$ cat src/design/mcpf_pkg.sv
`timescale 1ns / 1ps
// package for the multi-channel pipe fifo
// types, constants and codes shared by the front, queue and back modules
package mcpf_pkg;

  localparam int Channels     = 32;
  localparam int BufferBytes  = 4096;
  localparam int MaxReadBurst = 16;
  localparam int ChW          = $clog2(Channels);
  localparam int PtrW         = $clog2(BufferBytes);
  localparam int FillW        = PtrW + 1;
  localparam int AddrW        = ChW + PtrW;
  localparam int MemDepth     = Channels * BufferBytes;
  localparam int BurstW       = $clog2(MaxReadBurst + 1);
  localparam int QDepth       = 4;
  localparam int QPtrW        = $clog2(QDepth);

  typedef enum logic [2:0] {
    OP_CREATE    = 3'd0,
    OP_WRITE     = 3'd1,
    OP_READ      = 3'd2,
    OP_CLOSE_RD  = 3'd3,
    OP_CLOSE_WR  = 3'd4
  } op_e;

  typedef enum logic [2:0] {
    ST_OK        = 3'd0,
    ST_BAD       = 3'd1,
    ST_BROKEN    = 3'd2,
    ST_FULL      = 3'd3,
    ST_BLOCK     = 3'd4,
    ST_EOF       = 3'd5,
    ST_NO_SLOT   = 3'd6
  } status_e;

  typedef enum logic [0:0] {
    BK_IDLE  = 1'b0,
    BK_BURST = 1'b1
  } back_state_e;

  typedef struct packed {
    logic [2:0] op;
    logic [5:0] channel;
    logic [7:0] write_byte;
    logic [4:0] byte_count;
  } in_item_t;

  typedef struct packed {
    logic [2:0]  status;
    logic [7:0]  read_byte;
    logic [4:0]  channel_out;
    logic [31:0] read_handle;
    logic [31:0] write_handle;
    logic        last;
  } out_item_t;

  // classified job passed from front to back
  typedef struct packed {
    logic              is_read;
    logic              is_write;
    logic [2:0]        status;
    logic [4:0]        channel_out;
    logic [31:0]       read_handle;
    logic [7:0]        write_byte;
    logic [AddrW-1:0]  addr;
    logic [BurstW-1:0] count;
  } job_t;

endpackage

$ cat src/design/mcpf_front.sv
`timescale 1ns / 1ps
// front end: accepts beats, checks the channel table, updates pointers
// depends on mcpf_pkg
module mcpf_front (
  input  logic                clk_i,
  input  logic                rst_ni,
  input  logic                in_valid_i,
  output logic                in_stall_o,
  input  mcpf_pkg::in_item_t  in_data_i,
  output logic                job_valid_o,
  input  logic                job_stall_i,
  output mcpf_pkg::job_t      job_o
);

  logic [mcpf_pkg::PtrW-1:0]  rp_q [mcpf_pkg::Channels];
  logic [mcpf_pkg::PtrW-1:0]  wp_q [mcpf_pkg::Channels];
  logic [mcpf_pkg::FillW-1:0] fill_q [mcpf_pkg::Channels];
  logic [mcpf_pkg::Channels-1:0] used_q, rdone_q, wdone_q;
  logic [31:0] handle_q;

  logic fire;
  logic chan_ok;
  logic [mcpf_pkg::ChW-1:0] ch;
  logic [mcpf_pkg::ChW-1:0] free_idx;
  logic free_found;
  logic [mcpf_pkg::BurstW-1:0] n;
  logic [mcpf_pkg::FillW-1:0] req;
  mcpf_pkg::job_t job;

  assign in_stall_o  = job_stall_i;
  assign job_valid_o = in_valid_i;
  assign fire        = in_valid_i && !job_stall_i;
  assign ch          = in_data_i.channel[mcpf_pkg::ChW-1:0];
  assign chan_ok     = (in_data_i.channel < 6'(mcpf_pkg::Channels)) && used_q[ch];

  always_comb begin
    free_idx   = '0;
    free_found = 1'b0;
    for (int i = mcpf_pkg::Channels - 1; i >= 0; i--) begin
      if (!used_q[i]) begin
        free_idx   = mcpf_pkg::ChW'(i);
        free_found = 1'b1;
      end
    end
  end

  always_comb begin
    req = (in_data_i.byte_count == '0) ? mcpf_pkg::FillW'(1)
                                       : mcpf_pkg::FillW'(in_data_i.byte_count);
    if (req > fill_q[ch]) req = fill_q[ch];
    if (req > mcpf_pkg::FillW'(mcpf_pkg::MaxReadBurst))
      req = mcpf_pkg::FillW'(mcpf_pkg::MaxReadBurst);
    n = mcpf_pkg::BurstW'(req);
  end

  always_comb begin
    job             = '0;
    job.channel_out = 5'(in_data_i.channel);
    job.write_byte  = in_data_i.write_byte;
    job.count       = mcpf_pkg::BurstW'(1);
    job.status      = mcpf_pkg::ST_OK;
    if (in_data_i.op == mcpf_pkg::OP_CREATE) begin
      if (free_found) begin
        job.channel_out = 5'(free_idx);
        job.read_handle = handle_q;
      end else begin
        job.channel_out = '0;
        job.status      = mcpf_pkg::ST_NO_SLOT;
      end
    end else if (in_data_i.op > mcpf_pkg::OP_CLOSE_WR || !chan_ok) begin
      job.status = mcpf_pkg::ST_BAD;
    end else if (in_data_i.op == mcpf_pkg::OP_WRITE) begin
      if (rdone_q[ch]) job.status = mcpf_pkg::ST_BROKEN;
      else if (fill_q[ch] >= mcpf_pkg::FillW'(mcpf_pkg::BufferBytes))
        job.status = mcpf_pkg::ST_FULL;
      else begin
        job.is_write = 1'b1;
        job.addr     = {ch, wp_q[ch]};
      end
    end else if (in_data_i.op == mcpf_pkg::OP_READ) begin
      if (fill_q[ch] == '0) begin
        job.status = wdone_q[ch] ? mcpf_pkg::ST_EOF : mcpf_pkg::ST_BLOCK;
      end else begin
        job.is_read = 1'b1;
        job.addr    = {ch, rp_q[ch]};
        job.count   = n;
      end
    end
  end

  assign job_o = job;

  always_ff @(posedge clk_i or negedge rst_ni) begin
    if (!rst_ni) begin
      used_q   <= '0;
      rdone_q  <= '0;
      wdone_q  <= '0;
      handle_q <= 32'd3;
      for (int i = 0; i < mcpf_pkg::Channels; i++) begin
        rp_q[i]   <= '0;
        wp_q[i]   <= '0;
        fill_q[i] <= '0;
      end
    end else if (fire) begin
      if (in_data_i.op == mcpf_pkg::OP_CREATE && free_found) begin
        used_q[free_idx]  <= 1'b1;
        rdone_q[free_idx] <= 1'b0;
        wdone_q[free_idx] <= 1'b0;
        rp_q[free_idx]    <= '0;
        wp_q[free_idx]    <= '0;
        fill_q[free_idx]  <= '0;
        handle_q          <= handle_q + 32'd2;
      end else if (job.is_write) begin
        wp_q[ch]   <= wp_q[ch] + mcpf_pkg::PtrW'(1);
        fill_q[ch] <= fill_q[ch] + mcpf_pkg::FillW'(1);
      end else if (job.is_read) begin
        rp_q[ch]   <= rp_q[ch] + mcpf_pkg::PtrW'(n);
        fill_q[ch] <= fill_q[ch] - mcpf_pkg::FillW'(n);
      end else if (chan_ok && job.status == mcpf_pkg::ST_OK &&
                   (in_data_i.op == mcpf_pkg::OP_CLOSE_RD ||
                    in_data_i.op == mcpf_pkg::OP_CLOSE_WR)) begin
        if (in_data_i.op == mcpf_pkg::OP_CLOSE_RD) begin
          rdone_q[ch] <= 1'b1;
          if (wdone_q[ch]) used_q[ch] <= 1'b0;
        end else begin
          wdone_q[ch] <= 1'b1;
          if (rdone_q[ch]) used_q[ch] <= 1'b0;
        end
      end
    end
  end

  assert property (@(posedge clk_i) disable iff (!rst_ni)
    job_valid_o && job.is_read |-> !job.is_write)
    else $error("read and write at once");
  assert property (@(posedge clk_i) disable iff (!rst_ni)
    job_valid_o && job.is_read |-> job.count != '0)
    else $error("empty read burst");
  assert property (@(posedge clk_i) disable iff (!rst_ni)
    fire && in_data_i.op == mcpf_pkg::OP_CREATE && free_found
    |=> handle_q == $past(handle_q) + 32'd2)
    else $error("handle step");

endmodule

$ cat config.mk
export PLATFORM = sky130hd
export DESIGN_NAME = mcpf_front
export DESIGN_NICKNAME = d
export VERILOG_FILES = /design/src/design/mcpf_pkg.sv /design/src/design/mcpf_front.sv
export SDC_FILE = /design/constraint.sdc
export NUM_CORES = 2
export LEC_CHECK = 0
export BUFFER_PORTS_ARGS = -buffer_cell sky130_fd_sc_hd__buf_4
export CORE_MARGIN = 2
export CORE_UTILIZATION = 53
export CTS_CLUSTER_SIZE = 12
export DETAILED_ROUTE_END_ITERATION = 10
export GPL_TIMING_DRIVEN = 0
export PLACE_DENSITY = 0.72
export SYNTH_ARGS = -nofsm -noshare
export SYNTH_HDL_FRONTEND = slang
export SYNTH_SLANG_ARGS = --single-unit
$ cat constraint.sdc
create_clock -name clk_i -period 6.1 [get_ports clk_i]
set_clock_uncertainty 0.15 [all_clocks]
set_input_delay 0.915 -clock clk_i [delete_from_list [all_inputs] [get_ports clk_i]]
set_output_delay 0.915 -clock clk_i [all_outputs]
set_load 0.1 [all_outputs]
# == Word level (Yosys, flattened, before mapping) ==
# Index checks and enable logic that the tools add are counted.
# op_classes
addsub,5
order_cmp,13
n_eq_ne,8
muxes,151
n_bitwise,15
n_reduce_logical,30
# op_table
cell,count
384-bit two-way mux,5
416-bit two-way mux,3
416-bit bitwise mux,2
384-bit bitwise AND,2
384-bit bitwise mux,2
32-bit two-way mux,18
416-bit bitwise AND,1
416-bit NOT,1
384-bit NOT,1
5-bit two-way mux,36
13-bit demux with 5-bit select,2
12-bit binary-select mux with 5-bit select,2
12-bit demux with 5-bit select,2
32-bit bitwise AND,3
32-bit bitwise OR,3
22-bit two-way mux,4
12-bit two-way mux,6
13-bit binary-select mux with 5-bit select,1
13-bit two-way mux,5
32-bit NOT,2
17-bit two-way mux,3
1-bit two-way mux,44
37-bit two-way mux,1
32-bit by 2-bit adder with 32-bit output (second input constant),1
other kinds (36),72
# word_totals
regBits,1312
inputBits,26
output_inout_bits,74
elab_cells,322

# == Logic depth before layout (Yosys ltp) ==
# logic_depth
depth_word,41
mapped_depth,39
ltp_nobuf,26

# == Worst setup path before layout ==
# No wires, ideal clock.
# synth_timing
path_type,input to output
start,input in_data_i[14] in the netlist's numbering
end,output job_o[0] in the netlist's numbering
arrival_ns,6.960
required_ns,5.035
setup_slack_ns,-1.925
stages,26
n_path_buf,11
cell_sequence,buf_2 buf_6 buf_6 buf_6 buf_6 buf_6 buf_6 buf_6 buf_4 mux2i_1 o22ai_1 nor4_1 nand2_1 inv_1 ha_1 nor2b_1 o21ai_0 nand2b_1 a21oi_1 nor2b_1 o22ai_1 or4_1 clkbuf_1 mux2_2 clkbuf_1 o21ai_0
# synth_rtl
element,line_no,text
from (decl),mcpf_front.sv:9,"input mcpf_pkg::in_item_t in_data_i,"
to (decl),mcpf_front.sv:12,output mcpf_pkg::job_t job_o

# == Worst setup path in the final report ==
# layout_timing
start,input in_data_i[14] in the netlist's numbering
end,register fill_q[25] in the netlist's numbering
# layout_via
elab_chain_cells,13
elab_cells_between_ends,40
cone_classes,2 x add/sub; 6 x order compare; 24 x mux; 1 x bitwise; 7 x reduce/logical
# layout_rtl
element,line_no,text
5-bit NOT with 6-bit output (implied by the code),n/a,
13-bit binary-select mux with 5-bit select,n/a,
13-bit two-way mux (implied by the code) (2 in a row),n/a,
5-bit by 13-bit greater-than comparator with 1-bit output,mcpf_front.sv:50,if (req > fill_q[ch]) req = fill_q[ch];
13-bit two-way mux,mcpf_front.sv:50,
13-bit by 5-bit greater-than comparator with 1-bit output,mcpf_front.sv:51,if (req > mcpf_pkg::FillW'(mcpf_pkg::MaxReadBurst))
5-bit two-way mux,mcpf_front.sv:51,
13-bit by 5-bit subtractor with 13-bit output,mcpf_front.sv:118,fill_q[ch] <= fill_q[ch] - mcpf_pkg::FillW'(n);
416-bit bitwise mux,mcpf_front.sv:118,
416-bit two-way mux,mcpf_front.sv:116,end else if (job.is_read) begin
416-bit two-way mux,mcpf_front.sv:113,end else if (job.is_write) begin
416-bit two-way mux,mcpf_front.sv:105,if (in_data_i.op == mcpf_pkg::OP_CREATE && free_found) begin
"to (signal, indexed assignment)",mcpf_front.sv:115,fill_q[ch] <= fill_q[ch] + mcpf_pkg::FillW'(1);
"to (signal, indexed assignment)",mcpf_front.sv:118,
to (decl),mcpf_front.sv:17,logic [mcpf_pkg::FillW-1:0] fill_q [mcpf_pkg::Channels];
# Several ways; a longest one is shown, not always the timed one. The select of a mux whose other input is x is not followed.
# A chain may end at the register's enable or synchronous reset.

==> qor.csv <==
metric,value,unit
ioPinCount,100,
slew_violations,228,
drt-total-wl,314000,um
synth_top_family_by_area,compound AO/OA/AOI/OAI gates,
cts-buffers-inserted,144,
worst_setup_path_start_kind,input pin,
ir_drop,300,uV
synthArstFlopShare,100,%
tritoncts,done,
r2r_start,used_q[1]$_DFFE_PN0P_,
p_clk_share,44.9,%
hp-class,reg -> reg,
core-area,115000,sq um
powerDensity,269,nW/um^2
slew-limit-headroom,-19.5,%
grt_pass1_wl,426000,um
regToRegSetupSlack,-0.61,ns
violations,"capacitance limit, slew limit, setup timing",
via_count,55700,
endpoint_kind,flip-flop,
place.detailed.hpwl,212000,um
ant_nets,0,
htreeDepth,4,
viasPerCell,7.61,
required,6.68,ns
layout_worst_path_cycle_share,121,%
setup_violations,1001,
p_int,0.0146,W
pre_cts_ws,-3.48,ns
clkTransAtPathRegs,0.06,ns
synthMuxAreaShare,11.6,%
pwr-share-comb,10.3,%
ctsRootBufferMaster,clkbuf_16,
synth-edff-count,0,
synthTopCellsByCount,"1310 x dfrtp_1, 543 x nand2_1, 426 x o2bb2ai_1",
max_stage_delay,0.52,ns
fin_nets,5712,
drt_iter0_drc,8849,
start_util,53.5,%
cp_max_fo,10,
yosysWarnings,0,
clkLatencyLatePin,0.81,ns
grt_usage,52.7,%
port-buffer-count,89,
synth_cell_type_count,96,
synth_nets,5287,
globalplace.congestion,1.05,
synth_adder_area_share,0.454,%
drive_gt1_share,22.7,%
route.detailed.drc,0,
fin_ws,-1.29,ns
crit_type,in -> reg,
die_w,344,um
seq_power_share,44.8,%
grt_max_degree,172,
yosys.area_share.xor_xnor,0.840,%
synth_compound_area_share,20.4,%
hold_violations,0,
firstDrtPassIters,6,
grt_overflow_total,0,
p_sw,0.00530,W
drv_cap,28,
ys_seq_area_share,53.6,%
r2r_end,wp_q[290]$_DFFE_PN0P_,
rows,124,
post-synth-top-count-cell,dfrtp_1,
crit_slowest_cell,or4_4,
postSynthAreaPerCell,11.7,sq um
power,0.0199,W
rsz0062_at_grt,true,
wl_per_cell,43.0,um
syn_to_final_growth,20.8,%
cts.sink_count,1311,
status,"finished, violations left",
cellLeakagePower,32.2,nW
netlist_area,61200,sq um
startpoint,in_data_i[14],
synth_ff_type,dfrtp_1,
ys_ff_latch,1311,
yosysTopAreaCellShare,53.5,%
crit_end,fill_q[25]$_DFFE_PN0P_,
fmax,0.135,GHz
post-route-min-period,7.39,ns
die_area,118000,sq um
synthSimpleGateAreaFrac,8.56,%
clockBufferDepth,3,
yosys.area.top_type,dfrtp_1,
r2r_cells,13,
fillerInstances,8843,
synth_cells,5240,
grt_pass1_vias,53100,
switching_share,26.7,%
arrival,7.97,ns
tightestPinTransition,1.79,ns
antenna_found_initial,22,
ys_top_cells_by_area,"dfrtp_1 54%, o2bb2ai_1 6.1%, mux4_2 6.0%, mux2i_1 5.5%, a22o_1 5.5%",
die_height,344,um
[logic make-up (layout without fill, tap and decap cells)]
kind of cell             Yosys count  after routing
multiplexers                     507            507
adder cells (fa/ha/maj)           21             21
flip-flops                      1311           1311
XOR/XNOR                          57             57
AND/OR/NAND/NOR                 1123           1124
buffers and inverters            532           1063
other                              0             26
AO/OA/AOI/OAI                   1689           1689
[routing by layer]
layer | up-vias | routed length [um] | GRT usage (%)
met5 | - | 183 | 0.521
met4 | 20 | 31800 | 41.4
met3 | 1517 | 51300 | 25.4
met2 | 5516 | 122000 | 69.2
met1 | 28000 | 109000 | 66.1
li1 | 20600 | - | -
[worst min-delay path by stage]
| stage | startpoint | to | slack (ns) | cells after the start |
|---|---|---|---|---|
| final | handle_q[31]$_DFFE_PN0P_ | handle_q[31]$_DFFE_PN0P_ | 0.32 | 1 |
| after global routing | handle_q[31]$_DFFE_PN0P_ | handle_q[31]$_DFFE_PN0P_ | 0.34 | 1 |
| after CTS | handle_q[31]$_DFFE_PN0P_ | handle_q[31]$_DFFE_PN0P_ | 0.33 | 1 |
| after detailed placement | handle_q[31]$_DFFE_PN0P_ | handle_q[31]$_DFFE_PN0P_ | 0.31 | 1 |
| after global placement | wp_q[101]$_DFFE_PN0P_ | wp_q[101]$_DFFE_PN0P_ | 0.31 | 2 |
| after floorplan | handle_q[31]$_DFFE_PN0P_ | handle_q[31]$_DFFE_PN0P_ | 0.29 | 1 |
[layout by cell type, fill, tap and decap left out, drive strengths merged, types with 34 or more instances in the layout]
master | netlist | layout
and2 | 43 | 43
o2bb2ai | 426 | 426
a22oi | 61 | 61
nand2 | 571 | 571
nand3 | 80 | 80
nor4 | 36 | 36
inv | 30 | 34
clkbuf | 230 | 445
buf | 272 | 550
dfrtp | 1310 | 1310
a21oi | 89 | 89
a22o | 382 | 382
mux2i | 335 | 335
mux4 | 163 | 163
o21ai | 439 | 439
xnor2 | 41 | 41
o22ai | 123 | 123
nor2 | 199 | 200
a32o | 61 | 61
[state kept, by name (all words and copies together), names as in the netlist]
| name | count |
|---|---|
| fill_q | 416 |
| rp_q | 384 |
| wp_q | 384 |
| rdone_q | 32 |
| used_q | 32 |
| wdone_q | 32 |
| handle_q | 31 |
[stage by stage]
step                cells  util, %  hold WS, ns   TNS, ns  cell area [sq um]
finish               7310     64.6        0.325   -601.91              74000
global route         7287     64.5        0.340   -537.53              73900
CTS                  7238     63.5        0.326   -475.67              72700
detailed placement   6868     56.6        0.312  -2739.31              64800
global placement     6841     56.0        0.307         -              64200
floorplan            5240        -        0.287   -383.33              61600
[worst max-delay path, delay by kind of cell]
kind                     cells  cell delay (ns)
AO/OA/AOI/OAI                6             0.91
AND/OR/NAND/NOR              9             2.97
adder cells (fa/ha/maj)      3             0.84
multiplexers                 2             0.67
buffers and inverters        9             1.59
[final cells by class]
| class | instances | area, sq um | area share (%) |
|---|---|---|---|
| Inverter | 30 | 115 | 0.156 |
| Tap cell | 1512 | 1890 | 2.56 |
| Buffer | 483 | 3400 | 4.60 |
| Sequential cell | 1311 | 32800 | 44.4 |
| Clock buffer | 216 | 4240 | 5.73 |
| Multi-Input combinational cell | 3398 | 27600 | 37.3 |
| Timing Repair Buffer | 297 | 3410 | 4.61 |
| Clock inverter | 37 | 442 | 0.597 |
| Antenna cell | 26 | 65.1 | 0.0880 |
[power groups by stage]
| stage | Clock (W) | Sequential (W) | Combinational [W] |
|---|---|---|---|
| finish | 0.00893 | 0.00892 | 0.00205 |
| global route | 0.00917 | 0.00893 | 0.00206 |
| CTS | 0.00882 | 0.00891 | 0.00186 |
| detailed placement | 0 | 0.00907 | 0.00157 |
| global placement | 0 | 0.00907 | 0.00152 |
| floorplan | 0 | 0.00904 | 0.000813 |
[timing repair]
item | 4_1_cts | 5_1_grt
setup endpoints to repair | 1184 | 1146
resized for setup | 415 | 182
pin swaps | 73 | 58
buffers inserted | 98 | 52
hold buffers | 1 | 0
cloned | 27 | 12
hold endpoints to repair | 19 | 0
No activity file was read; power rests on OpenSTA's default activity.
