### config.mk
export PLATFORM = sky130hd
export DESIGN_NAME = mcpf_queue
export DESIGN_NICKNAME = d
export VERILOG_FILES = /design/src/design/mcpf_pkg.sv /design/src/design/mcpf_queue.sv
export SDC_FILE = /design/constraint.sdc
export NUM_CORES = 1
export LEC_CHECK = 0
export BUFFER_PORTS_ARGS = -buffer_cell sky130_fd_sc_hd__buf_4
export CAP_MARGIN = 20
export CORE_MARGIN = 10
export CORE_UTILIZATION = 50
export DETAILED_ROUTE_END_ITERATION = 10
export PLACE_DENSITY = 0.71
export SETUP_SLACK_MARGIN = 0.2
export SYNTH_ARGS = -nofsm -noshare
export SYNTH_HDL_FRONTEND = slang
export SYNTH_SLANG_ARGS = --single-unit
### constraint.sdc
create_clock -name clk_i -period 4.8 [get_ports clk_i]
set_input_delay 0.24 -clock clk_i [delete_from_list [all_inputs] [get_ports clk_i]]
set_output_delay 0.24 -clock clk_i [all_outputs]
set_load 0.02 [all_outputs]
### src/design/mcpf_pkg.sv
`timescale 1ns / 1ps
// package for the multi-channel pipe fifo
// types, constants and codes shared by the front, queue and back modules
package mcpf_pkg;

  localparam int Channels     = 32;
  localparam int BufferBytes  = 4096;
  localparam int MaxReadBurst = 16;
  localparam int ChW          = $clog2(Channels);
  localparam int PtrW         = $clog2(BufferBytes);
  localparam int FillW        = PtrW + 1;
  localparam int AddrW        = ChW + PtrW;
  localparam int MemDepth     = Channels * BufferBytes;
  localparam int BurstW       = $clog2(MaxReadBurst + 1);
  localparam int QDepth       = 4;
  localparam int QPtrW        = $clog2(QDepth);

  typedef enum logic [2:0] {
    OP_CREATE    = 3'd0,
    OP_WRITE     = 3'd1,
    OP_READ      = 3'd2,
    OP_CLOSE_RD  = 3'd3,
    OP_CLOSE_WR  = 3'd4
  } op_e;

  typedef enum logic [2:0] {
    ST_OK        = 3'd0,
    ST_BAD       = 3'd1,
    ST_BROKEN    = 3'd2,
    ST_FULL      = 3'd3,
    ST_BLOCK     = 3'd4,
    ST_EOF       = 3'd5,
    ST_NO_SLOT   = 3'd6
  } status_e;

  typedef enum logic [0:0] {
    BK_IDLE  = 1'b0,
    BK_BURST = 1'b1
  } back_state_e;

  typedef struct packed {
    logic [2:0] op;
    logic [5:0] channel;
    logic [7:0] write_byte;
    logic [4:0] byte_count;
  } in_item_t;

  typedef struct packed {
    logic [2:0]  status;
    logic [7:0]  read_byte;
    logic [4:0]  channel_out;
    logic [31:0] read_handle;
    logic [31:0] write_handle;
    logic        last;
  } out_item_t;

  // classified job passed from front to back
  typedef struct packed {
    logic              is_read;
    logic              is_write;
    logic [2:0]        status;
    logic [4:0]        channel_out;
    logic [31:0]       read_handle;
    logic [7:0]        write_byte;
    logic [AddrW-1:0]  addr;
    logic [BurstW-1:0] count;
  } job_t;

endpackage

### src/design/mcpf_queue.sv
`timescale 1ns / 1ps
// short job queue between front and back
// depends on mcpf_pkg
module mcpf_queue (
  input  logic           clk_i,
  input  logic           rst_ni,
  input  logic           wr_valid_i,
  output logic           wr_stall_o,
  input  mcpf_pkg::job_t wr_data_i,
  output logic           rd_valid_o,
  input  logic           rd_stall_i,
  output mcpf_pkg::job_t rd_data_o
);

  mcpf_pkg::job_t mem_q [mcpf_pkg::QDepth];
  logic [mcpf_pkg::QPtrW-1:0] head_q, tail_q;
  logic [mcpf_pkg::QPtrW:0]   cnt_q;
  logic push, pop;

  assign wr_stall_o = (cnt_q == (mcpf_pkg::QPtrW+1)'(mcpf_pkg::QDepth));
  assign rd_valid_o = (cnt_q != '0);
  assign rd_data_o  = mem_q[head_q];
  assign push = wr_valid_i && !wr_stall_o;
  assign pop  = rd_valid_o && !rd_stall_i;

  always_ff @(posedge clk_i) begin
    if (push) mem_q[tail_q] <= wr_data_i;
  end

  always_ff @(posedge clk_i or negedge rst_ni) begin
    if (!rst_ni) begin
      head_q <= '0;
      tail_q <= '0;
      cnt_q  <= '0;
    end else begin
      if (push) tail_q <= tail_q + mcpf_pkg::QPtrW'(1);
      if (pop)  head_q <= head_q + mcpf_pkg::QPtrW'(1);
      cnt_q <= cnt_q + (mcpf_pkg::QPtrW+1)'(push) - (mcpf_pkg::QPtrW+1)'(pop);
    end
  end

  assert property (@(posedge clk_i) disable iff (!rst_ni)
    cnt_q <= (mcpf_pkg::QPtrW+1)'(mcpf_pkg::QDepth))
    else $error("queue overflow");
  assert property (@(posedge clk_i) disable iff (!rst_ni)
    push && !pop |=> cnt_q == $past(cnt_q) + (mcpf_pkg::QPtrW+1)'(1))
    else $error("queue count");
  assert property (@(posedge clk_i) disable iff (!rst_ni)
    pop && !push |=> cnt_q == $past(cnt_q) - (mcpf_pkg::QPtrW+1)'(1))
    else $error("queue count");

endmodule

* Word-level counts from Yosys, hierarchy flattened
Memory sizes are Yosys's and may differ from the RTL's.
Index checks and enable logic that the tools add are counted.
** Operators by class
- Muxes and demuxes :: 2
- Add/sub/neg operators :: 4
- Eq/ne operators :: 1
- Reduce and logical (&&, ||, !) cells :: 5
** Operator list (count)
- $add A2 B1 Y2 const B :: 2
- $add A3 B1 Y3 :: 1
- $eq A3 B3 Y1 const B :: 1
- $reduce_bool A3 Y1 :: 1
- $sub A3 B1 Y3 :: 1
- $logic_and A1 B1 Y1 :: 2
- $logic_not A1 Y1 :: 2
- $mux W1 :: 2
** Word-level totals
- Flip-flop bits (word level) :: 7
- Memory bits (writable) :: 288
- Logic and storage cells :: 16
- Memories kept :: 1
- Input bits :: 76
** Memory list
- mem_q :: depth 4, bits a word 72, read ports 1, clocked after Yosys merged registers in 0, write ports 1, RTL line mcpf_queue.sv:15 : mcpf_pkg::job_t mem_q [mcpf_pkg::QDepth];

* Depth between registers and ports, before layout
Gate-level depths: netlist of the first run.
- Depth after elaboration :: 5
- Gate-level depth with buffers :: 10
- Gate-level depth less buffers :: 10

* Worst setup path before layout of the first run
OpenSTA, ideal clock, no wires.
- Path kind :: flip-flop to flip-flop
- Start :: reg cnt_q[2] (netlist bit)
- End :: mem mem_q[0][0] (netlist bit), enable pin
- Required time :: 4.362 ns
- Clock period less this slack :: 3.097 ns
- Arrival time :: 2.659 ns
- Slack :: 1.703 ns
- Path buffers :: 0
- Library setup time :: 0.438 ns
- Stages on the path, launching flop included :: 4
- Path through :: dfrtp_1 -> nor3b_1 -> nor2b_1 -> and2_1
** On the way
- Word-level cells in the longest chain between the ends :: 5
** Ends and longest elaborated chain
- start: declaration :: RTL line mcpf_queue.sv:17 : logic [mcpf_pkg::QPtrW:0] cnt_q;
- start signal: assignment :: RTL line mcpf_queue.sv:38 : cnt_q <= cnt_q + (mcpf_pkg::QPtrW+1)'(push) - (mcpf_pkg::QPtrW+1)'(pop);
- $eq A3 B3 Y1 :: RTL line mcpf_queue.sv:20 : assign wr_stall_o = (cnt_q == (mcpf_pkg::QPtrW+1)'(mcpf_pkg::QDepth));
- net wr_stall_o :: RTL line mcpf_queue.sv:8 : output logic wr_stall_o,
- $logic_not A1 Y1 :: RTL line mcpf_queue.sv:23 : assign push = wr_valid_i && !wr_stall_o;
- $logic_and A1 B1 Y1 :: RTL line mcpf_queue.sv:23
- $mux W1 :: RTL line mcpf_queue.sv:27 : if (push) mem_q[tail_q] <= wr_data_i;
- $mux W1 (implied by the code) :: RTL line mcpf_queue.sv:27
- end: declaration :: RTL line mcpf_queue.sv:15
The timed path passes the listed nets, and every way through them passes these cells.

==> results.txt, run 1 <==
Most common cell in the synthesized netlist: edfxtp_1. The total nets after synthesis was 496; the number of failing hold endpoints at the final stage was 0. The gate count of the mapped netlist came out at 413. Wire segments on met2 add up to 10.9 mm in the final route.

Unique cell type count in the Yosys netlist: 19. Among all flip-flop cells after synthesis, the most frequent one is edfxtp_1. For this run, the detailed router's first-pass iteration total came to 4.

Quantity of gates resized following cts: 0. The element type at the critical path end is a primary output. The cell sitting at the root of the clock tree is a clkbuf_16. The site row count was 53. The largest fanout on the critical path is 46, and the initial cell density of the core is 51.1%.

The run gives 1 as the number of antenna violations at the first check in global routing. The tools report the final setup violation count as 0. The floorplan step set the die height to 167 um. In this run the tightest slew margin relative to its limit is 27.7%.

The total number of vias is 5053, and the number of maximum-capacitance violations is 0. The aggregate negative setup slack is 0 ns. Most frequent cell on the critical path: buf_4. In the final layout, the share of cells above drive strength 1 is 39.6%. The number of synthesized flops with an enable pin is 288. The global placer's final weighted congestion was 0.710. After layout, the minimum clock period comes to 3.02 ns. By area the synthesized netlist is led by edfxtp_1 80%, mux4_2 15%, dfrtp_1 1.6%. The run gives 0.0212 sq mm as the core region area. TritonCTS built the clock tree. Measured along the x axis, the die boundary spans 167 um. In this run, CTS created clock tree buffers numbering 29. Counting tap cells, the placed design contains a total of 823 instances. In the routed layout, each cell is associated on average with a via count of 5.30. Net switching is 30.7% of the power. In this run the biggest area consumer among cell types represents 80.0% of the synthesized area. The critical path arrival is 2.78 ns, and the half-perimeter wire length after detailed placement is 11.6 mm. Net total in the final layout: 741. Sequential cells account for 44.7% of the total power. The worst setup path is launched from a register. The slowest stage of the critical path belongs to the cell dfrtp_4. For this run, the register share of the synthesized area comes to 81.6%.

The run gives 0 as the max-slew violation count. The mean instance size in the synthesized netlist is 26.2 sq um. The post-route clock skew came out at 0.0117 ns. The logs give 0.0108 sq mm for the post-synth design cell area and 0.00583 W for the internal power. Once layout is done, the placed cells without fillers occupy 0.0138 sq mm.

The completed layout was analyzed and its total power is 0.00842 W. The routed design uses 1.19 mm of met3 wire. The clock latency reported for the late side of the worst-skew pair was 0.52 ns; the total detailed-routing wirelength was 20.4 mm. After clock tree synthesis, the clock-pin slew on the worst setup and hold paths is 0.06 ns.

The total routing usage reported by global routing was 14.4%; the register bit total from synthesis was 295. The tools report the Yosys warning count as 0. Traced cell by cell, the critical path runs through buf_4 > mux4_2 > buf_4. The part of the cycle the worst path needs was 62.9%; the layout overhead on the synthesized area was 28.1%.

The count of input and output buffers was 149. The run finished with clean final reports. The logs give 5712 for the number of global-route vias before repair and 23.2% for the share of power burned in the clock network. The die covers 0.0279 sq mm. The count of cells in the finished layout, fillers not included, comes to 953. The run gives 4.56 ns as the data required time of the worst path.

For this block, the initial DRC count from the detailed router was 272. Once placement finished, the instance area stood at 0.0122 sq mm. The classification of the worst setup path is reg2out. Entering global routing, the biggest net connects 74 pins. Of the total power, combinational logic draws 32.2%.

The share of synthesized flip-flops with an asynchronous set or reset was 2.37%; the per-cell routed wire length was 21.4 um. The net switching power of the design came out at 0.00258 W. For the maximum frequency from static timing analysis, the log shows 331 MHz.

The detailed router used layers up to and including met4. Summed over all layers, the global routing overflow is 0. Setup repair after global routing left no endpoint under its margin. The library cell with the largest summed area after synthesis was edfxtp_1.

Counting the fill cells in the layout gives 1386. The number of buffers on the longest clock path is 3, and the global-route wire length before repair is 32.0 mm. Total DRC errors in the routed layout: 0.

The worst hold path belongs to the class in2async. For this design, the sink count on the clock tree is 295. The H-tree depth reported by CTS came out at 1.

The worst-margin pin slew is 1.09 ns, and the total power divided by cell area is 608 mW/mm^2. The tools report the static leakage as 4.78 nW. The count of nets left with antenna violations once routing finished came out at 0.

By count the netlist is led by 288 x edfxtp_1, 72 x mux4_2, 8 x buf_2. The detailed router put a total of 7.98 mm of wire on met1. The tools report the number of placed I/O pins as 150.

The largest single stage delay on the critical path is 1.04 ns. The worst-case IR drop observed on VDD is 690 uV.
[layout by cell type, fill, tap and decap left out, drive strengths merged, types with 3 or more instances in the layout]
cell / count
edfxtp: 288
buf: 155
dlygate4sd3: 75
mux4: 72
clkbuf: 37
clkinv: 11
inv: 7
dfrtp: 7
ha: 6
and2: 4
xnor2: 3
[state kept, by name, indices dropped and copies added, names as in the netlist]
signal,count
mem_q,288
tail_q,2
head_q,2
cnt_q,3
[power by group through the flow]
| stage | Clock (W) | Sequential [W] | Combinational [W] |
|---|---|---|---|
| after detailed placement | 0 | 0.00385 | 0.00265 |
| after CTS | 0.00200 | 0.00380 | 0.00272 |
| final | 0.00195 | 0.00376 | 0.00271 |
| after global placement | 0 | 0.00381 | 0.00262 |
| after floorplan | 0 | 0.00355 | 0.00188 |
| after global routing | 0.00210 | 0.00384 | 0.00288 |
[kinds of logic after synthesis]
logic type               synth area share [%]
adder cells (fa/ha/maj)                 0.880
XOR/XNOR                                0.405
flip-flops                               81.6
AND/OR/NAND/NOR                         0.590
AO/OA/AOI/OAI                          0.0579
buffers and inverters                    1.41
multiplexers                             15.0
[final cells by class]
class	instances	area [sq um]	share of cell area, %
antenna	1	2.50	0.0181
clock buffer	37	756	5.46
clock inverter	13	60.1	0.434
inverter	7	26.3	0.190
multi-input combinational	95	1840	13.3
sequential	295	8830	63.8
tap	275	344	2.48
timing repair buffer	230	1990	14.3
[stage by stage]
step	hold WS (ns)	utilization, %	setup slack, ns
6_report	0.0814	65.5	1.78
5_1_grt	0.0713	65.5	1.53
4_1_cts	0.0586	65.0	1.68
3_5_place_dp	0.0601	57.6	2.25
3_3_place_gp	0.0558	57.6	2.26
2_1_floorplan	-0.0556	-	1.70
[metal layers]
layer,vias up,track usage (%)
li1,2252,-
met1,2619,17.2
met2,150,25.5
met3,32,3.67
met4,0,3.40
met5,-,0
[repair_timing]
item,in CTS,in global routing
endpoints found under the hold margin,297,0
setup buffers,0,0
endpoints found under the setup margin,0,0
hold buffers,75,0
[path summary, 6_finish.rpt]
path / to / cells after the start / startpoint / slack [ns]
worst max-delay path: rd_data_o[27] / 3 / head_q[0] / 1.78
worst min-delay path: head_q[1] / 2 / rst_ni / 0.08
worst max register to register: cnt_q[2] / 10 / cnt_q[1] / 2.25
worst min register to register: cnt_q[0] / 1 / cnt_q[0] / 0.55
max in group asynchronous: head_q[0] / 2 / rst_ni / 4.58
min in group clk_i: mem_q[2][5] / 2 / wr_data_i[5] / 0.46
[worst max-delay path, delay by kind of cell (launching register included)]
family   cells  cell delay (ns)
flops        1             1.04
buf+inv      2             0.62
mux          1             0.57
Power figures use the tool's default switching activity.
==> inputs of run 2 (changes only) <==
--- a/config.mk
+++ b/config.mk
@@ -5,12 +5,13 @@
 export SDC_FILE = /design/constraint.sdc
 export NUM_CORES = 1
 export LEC_CHECK = 0
+export ABC_AREA = 1
 export BUFFER_PORTS_ARGS = -buffer_cell sky130_fd_sc_hd__buf_4
 export CAP_MARGIN = 20
 export CORE_MARGIN = 10
 export CORE_UTILIZATION = 50
 export DETAILED_ROUTE_END_ITERATION = 10
-export PLACE_DENSITY = 0.71
+export PLACE_DENSITY = 0.7
 export SETUP_SLACK_MARGIN = 0.2
 export SYNTH_ARGS = -nofsm -noshare
 export SYNTH_HDL_FRONTEND = slang
==> constraint.sdc (replaced) <==
create_clock -name clk_i -period 3.1 [get_ports clk_i]
set_input_delay 0.155 -clock clk_i [delete_from_list [all_inputs] [get_ports clk_i]]
set_output_delay 0.155 -clock clk_i [all_outputs]
set_load 0.02 [all_outputs]
==> run 2 against run 1 <==
Worst setup slack lost 1.2 ns. Via count grew 48%. Critical path depth grew 2. Combinational power grew 100%. Sequential cell count is the same. Area after synthesis grew 8.7%. Clock power grew 82%. Register-to-register slack lost 1.5 ns. Critical endpoint is now rd_data_o[16]. Largest cell class unchanged.
==> results.txt, run 2 <==
After detailed routing, the number of remaining DRC violations is 0. Clock tree synthesis inserted a total of 30 buffers. The number of setup buffers added after CTS is 0. The logs give 0 for the number of failing hold endpoints at the final stage and 1054 for the total nets after synthesis. The run gives 0.0127 ns as the post-route clock skew.

In this run, the number of DRC markers left after iteration 0 of detailed routing was 522. The largest registers in the layout are mem_q: 288 flops, cnt_q: 3 flops. The number of antenna violations at the first check in global routing was 2; the total number of vias was 7500. The aggregate negative setup slack is 0 ns.

In the layout the commonest cells are 288 x edfxtp_1, 234 x nand2_1, 158 x buf_4, 146 x nor2_1, 115 x o21ai_0. Net total in the final layout: 1276. The classification of the worst setup path was reg2out. The library cell with the largest summed area after synthesis is edfxtp_1.

The max-slew violation count was 0; the number of placed I/O pins was 150. The register bit total from synthesis is 295, and the number of clock sinks is 295. The gate count of the mapped netlist is 971, and the floorplan die area is 0.0300 sq mm.

Yosys mapped a number of flops with a built-in enable equal to 288. The die is 173 um tall. After layout, the minimum clock period comes to 2.51 ns.

The flow ran to the end, and the final reports show no timing, DRC or antenna violations. The count of nets left with antenna violations after detail routing was 0. The number of buffers on the longest clock path is 3. The total power divided by cell area is 975 mW/mm^2, and the post-synth design cell area is 0.0117 sq mm. After floorplanning, the core was divided into 56 placement rows. Flip-flop count of the largest register after layout: 288.

mem_q holds more flip-flops than any other register. For the worst setup path, the data arrival time is 2.35 ns. In this run the clock root is driven by a clkbuf_16. After filler insertion, the fill cell instance count of the layout stands at 1768. After global routing the overflow that remains totals 0.

Sorting the synthesized cells by area gives the leading types as edfxtp_1 74%, nand2_1 7.5%, o21ai_0 4.9%. The share of the Yosys chip area taken by registers is 75.1%. The number of hold buffers added after CTS was 76.

After detailed routing, the number of vias per cell comes to 4.88. The run gives 24.0 mm as the total detailed-routing wirelength. STA classifies the critical path endpoint as a primary output.

After detailed routing, the average wire length per cell comes to 15.6 um. The share of final-layout standard cells stronger than drive strength 1 is 17.1%, and the maximum frequency from static timing analysis is 399 MHz. The largest fanout on the critical path was 217; the mean instance size in the synthesized netlist was 12.1 sq um. Largest net degree at the start of global routing: 218. The element type at the critical path start is a register.

The logs give 7513 for the number of global-route vias before repair and 50.5% for the initial cell density of the core. Flip-flop cell with the highest count after synthesis: edfxtp_1. Cells fill 63.9% of the core in the end. The worst-margin pin slew works out to 1.01 ns.

TritonCTS built the clock tree. Of all flip-flops after synthesis, the portion carrying an async set or reset was 2.37%. Max-cap violations in this run came to 0.

The quantity of gates resized following cts is 0. Of the post-synthesis cell area, the dominant cell type holds 73.6%. The floorplan step set the die width to 173 um.

The part of the cycle the worst path needs was 80.9%; the clock-pin slew of the registers on the worst-case setup and hold paths was 0.06 ns. The run gives 2.94 ns as the data required time of the worst path. In this run the worst hold path is classified as in2reg. Layout overhead on the synthesized area: 26.6%.

The most frequent standard cell in the layout excluding fill and tap cells was edfxtp_1. The most common cell in the synthesized netlist is edfxtp_1. Setup violations remaining at the end of the flow were counted as 0.

The congestion estimate from routability-driven global placement came to 0.725. The logs give 39.1 mm for the global-route wire length before repair and 5 for the number of iterations in the first detailed-routing pass. The tools report the H-tree depth reported by CTS as 1.

Clock latency on the worst-skew pair, taken at its later pin, is 0.54 ns. The run gives 0 as the Yosys warning count. The half-perimeter wire length after detailed placement was 13.2 mm.

Summed over all cells, the static leakage comes to 5.96 nW. Buffers placed on the I/O ports in this run total 149. Global routing consumed, over all layers together, 15.8% of the routing resources. After synthesis, the netlist uses 17 different library cells. Ranked by instance count, the synthesized netlist is headed by 288 x edfxtp_1, 234 x nand2_1, 150 x nor2_1.

The run gives 0.0233 sq mm as the core region area. The design draws 0.0145 W. Setup repair after global routing left no endpoint under its margin. Measured against its own limit, the worst slew margin works out to 32.9%. IR analysis of the VDD net gives a maximum drop of 716 uV.
[run 2: power breakdown]
group / switching [W] / internal, W / leakage, nW
combinational: 0.00364 / 0.00188 / 2.76
sequential: 0.000176 / 0.00525 / 2.72
clock: 0.00141 / 0.00214 / 0.475
[run 2: worst paths after layout]
kind	startpoint	endpoint	slack, ns	cells past startpoint
min in group asynchronous	rst_ni	cnt_q[1]	0.61	3
worst max-delay path	head_q[0]	rd_data_o[16]	0.59	5
worst max register to register	cnt_q[1]	cnt_q[2]	0.78	10
worst min-delay path	wr_data_i[46]	mem_q[3][46]	0.35	2
max in group asynchronous	rst_ni	head_q[0]	2.20	3
worst min register to register	cnt_q[0]	cnt_q[0]	0.53	1
[run 2: kinds of logic after synthesis]
logic type               count (synthesis)  synth area share, %
adder cells (fa/ha/maj)                  7                0.810
flip-flops                             295                 75.1
buffers and inverters                  136                 5.43
AND/OR/NAND/NOR                        389                 12.5
AO/OA/AOI/OAI                          144                 6.14
[run 2: cell type report]
| type | instances | area (sq um) | area share [%] |
|---|---|---|---|
| antenna | 2 | 5.00 | 0.0337 |
| clock buffer | 38 | 802 | 5.39 |
| clock inverter | 17 | 178 | 1.20 |
| inverter | 89 | 337 | 2.26 |
| multi-input combinational | 540 | 2310 | 15.6 |
| sequential | 295 | 8830 | 59.4 |
| tap | 319 | 399 | 2.68 |
| timing repair buffer | 237 | 2010 | 13.5 |
[run 2: routing by layer]
layer  wire (um)  part of all wire (%)  vias to the layer above  track usage (%)
li1            -                     -                     3703                -
met1       10100                    42                     3546             19.6
met2       11900                    50                      216             27.5
met3        1440                   6.0                       35             3.59
met4         521                   2.2                        0             4.10
met5           0                     0                        -                0
[run 2: worst max-delay path: stages, from the launching register on]
cell,delay [ns]
dfrtp_4,0.43
buf_12,0.49
o21ai_0,0.25
nand2_1,0.12
nand2_1,0.06
buf_4,0.16
[run 2: per-stage QoR]
stage	setup slack [ns]	instances	hold WS, ns	instance area (sq um)
finish	0.593	1537	0.353	14900
global route	0.460	1537	0.339	14900
CTS	0.644	1535	0.325	14900
detailed placement	0.779	1404	-0.0231	13100
global placement	0.883	1404	-0.0266	13100
floorplan	0.0311	971	-0.141	11800
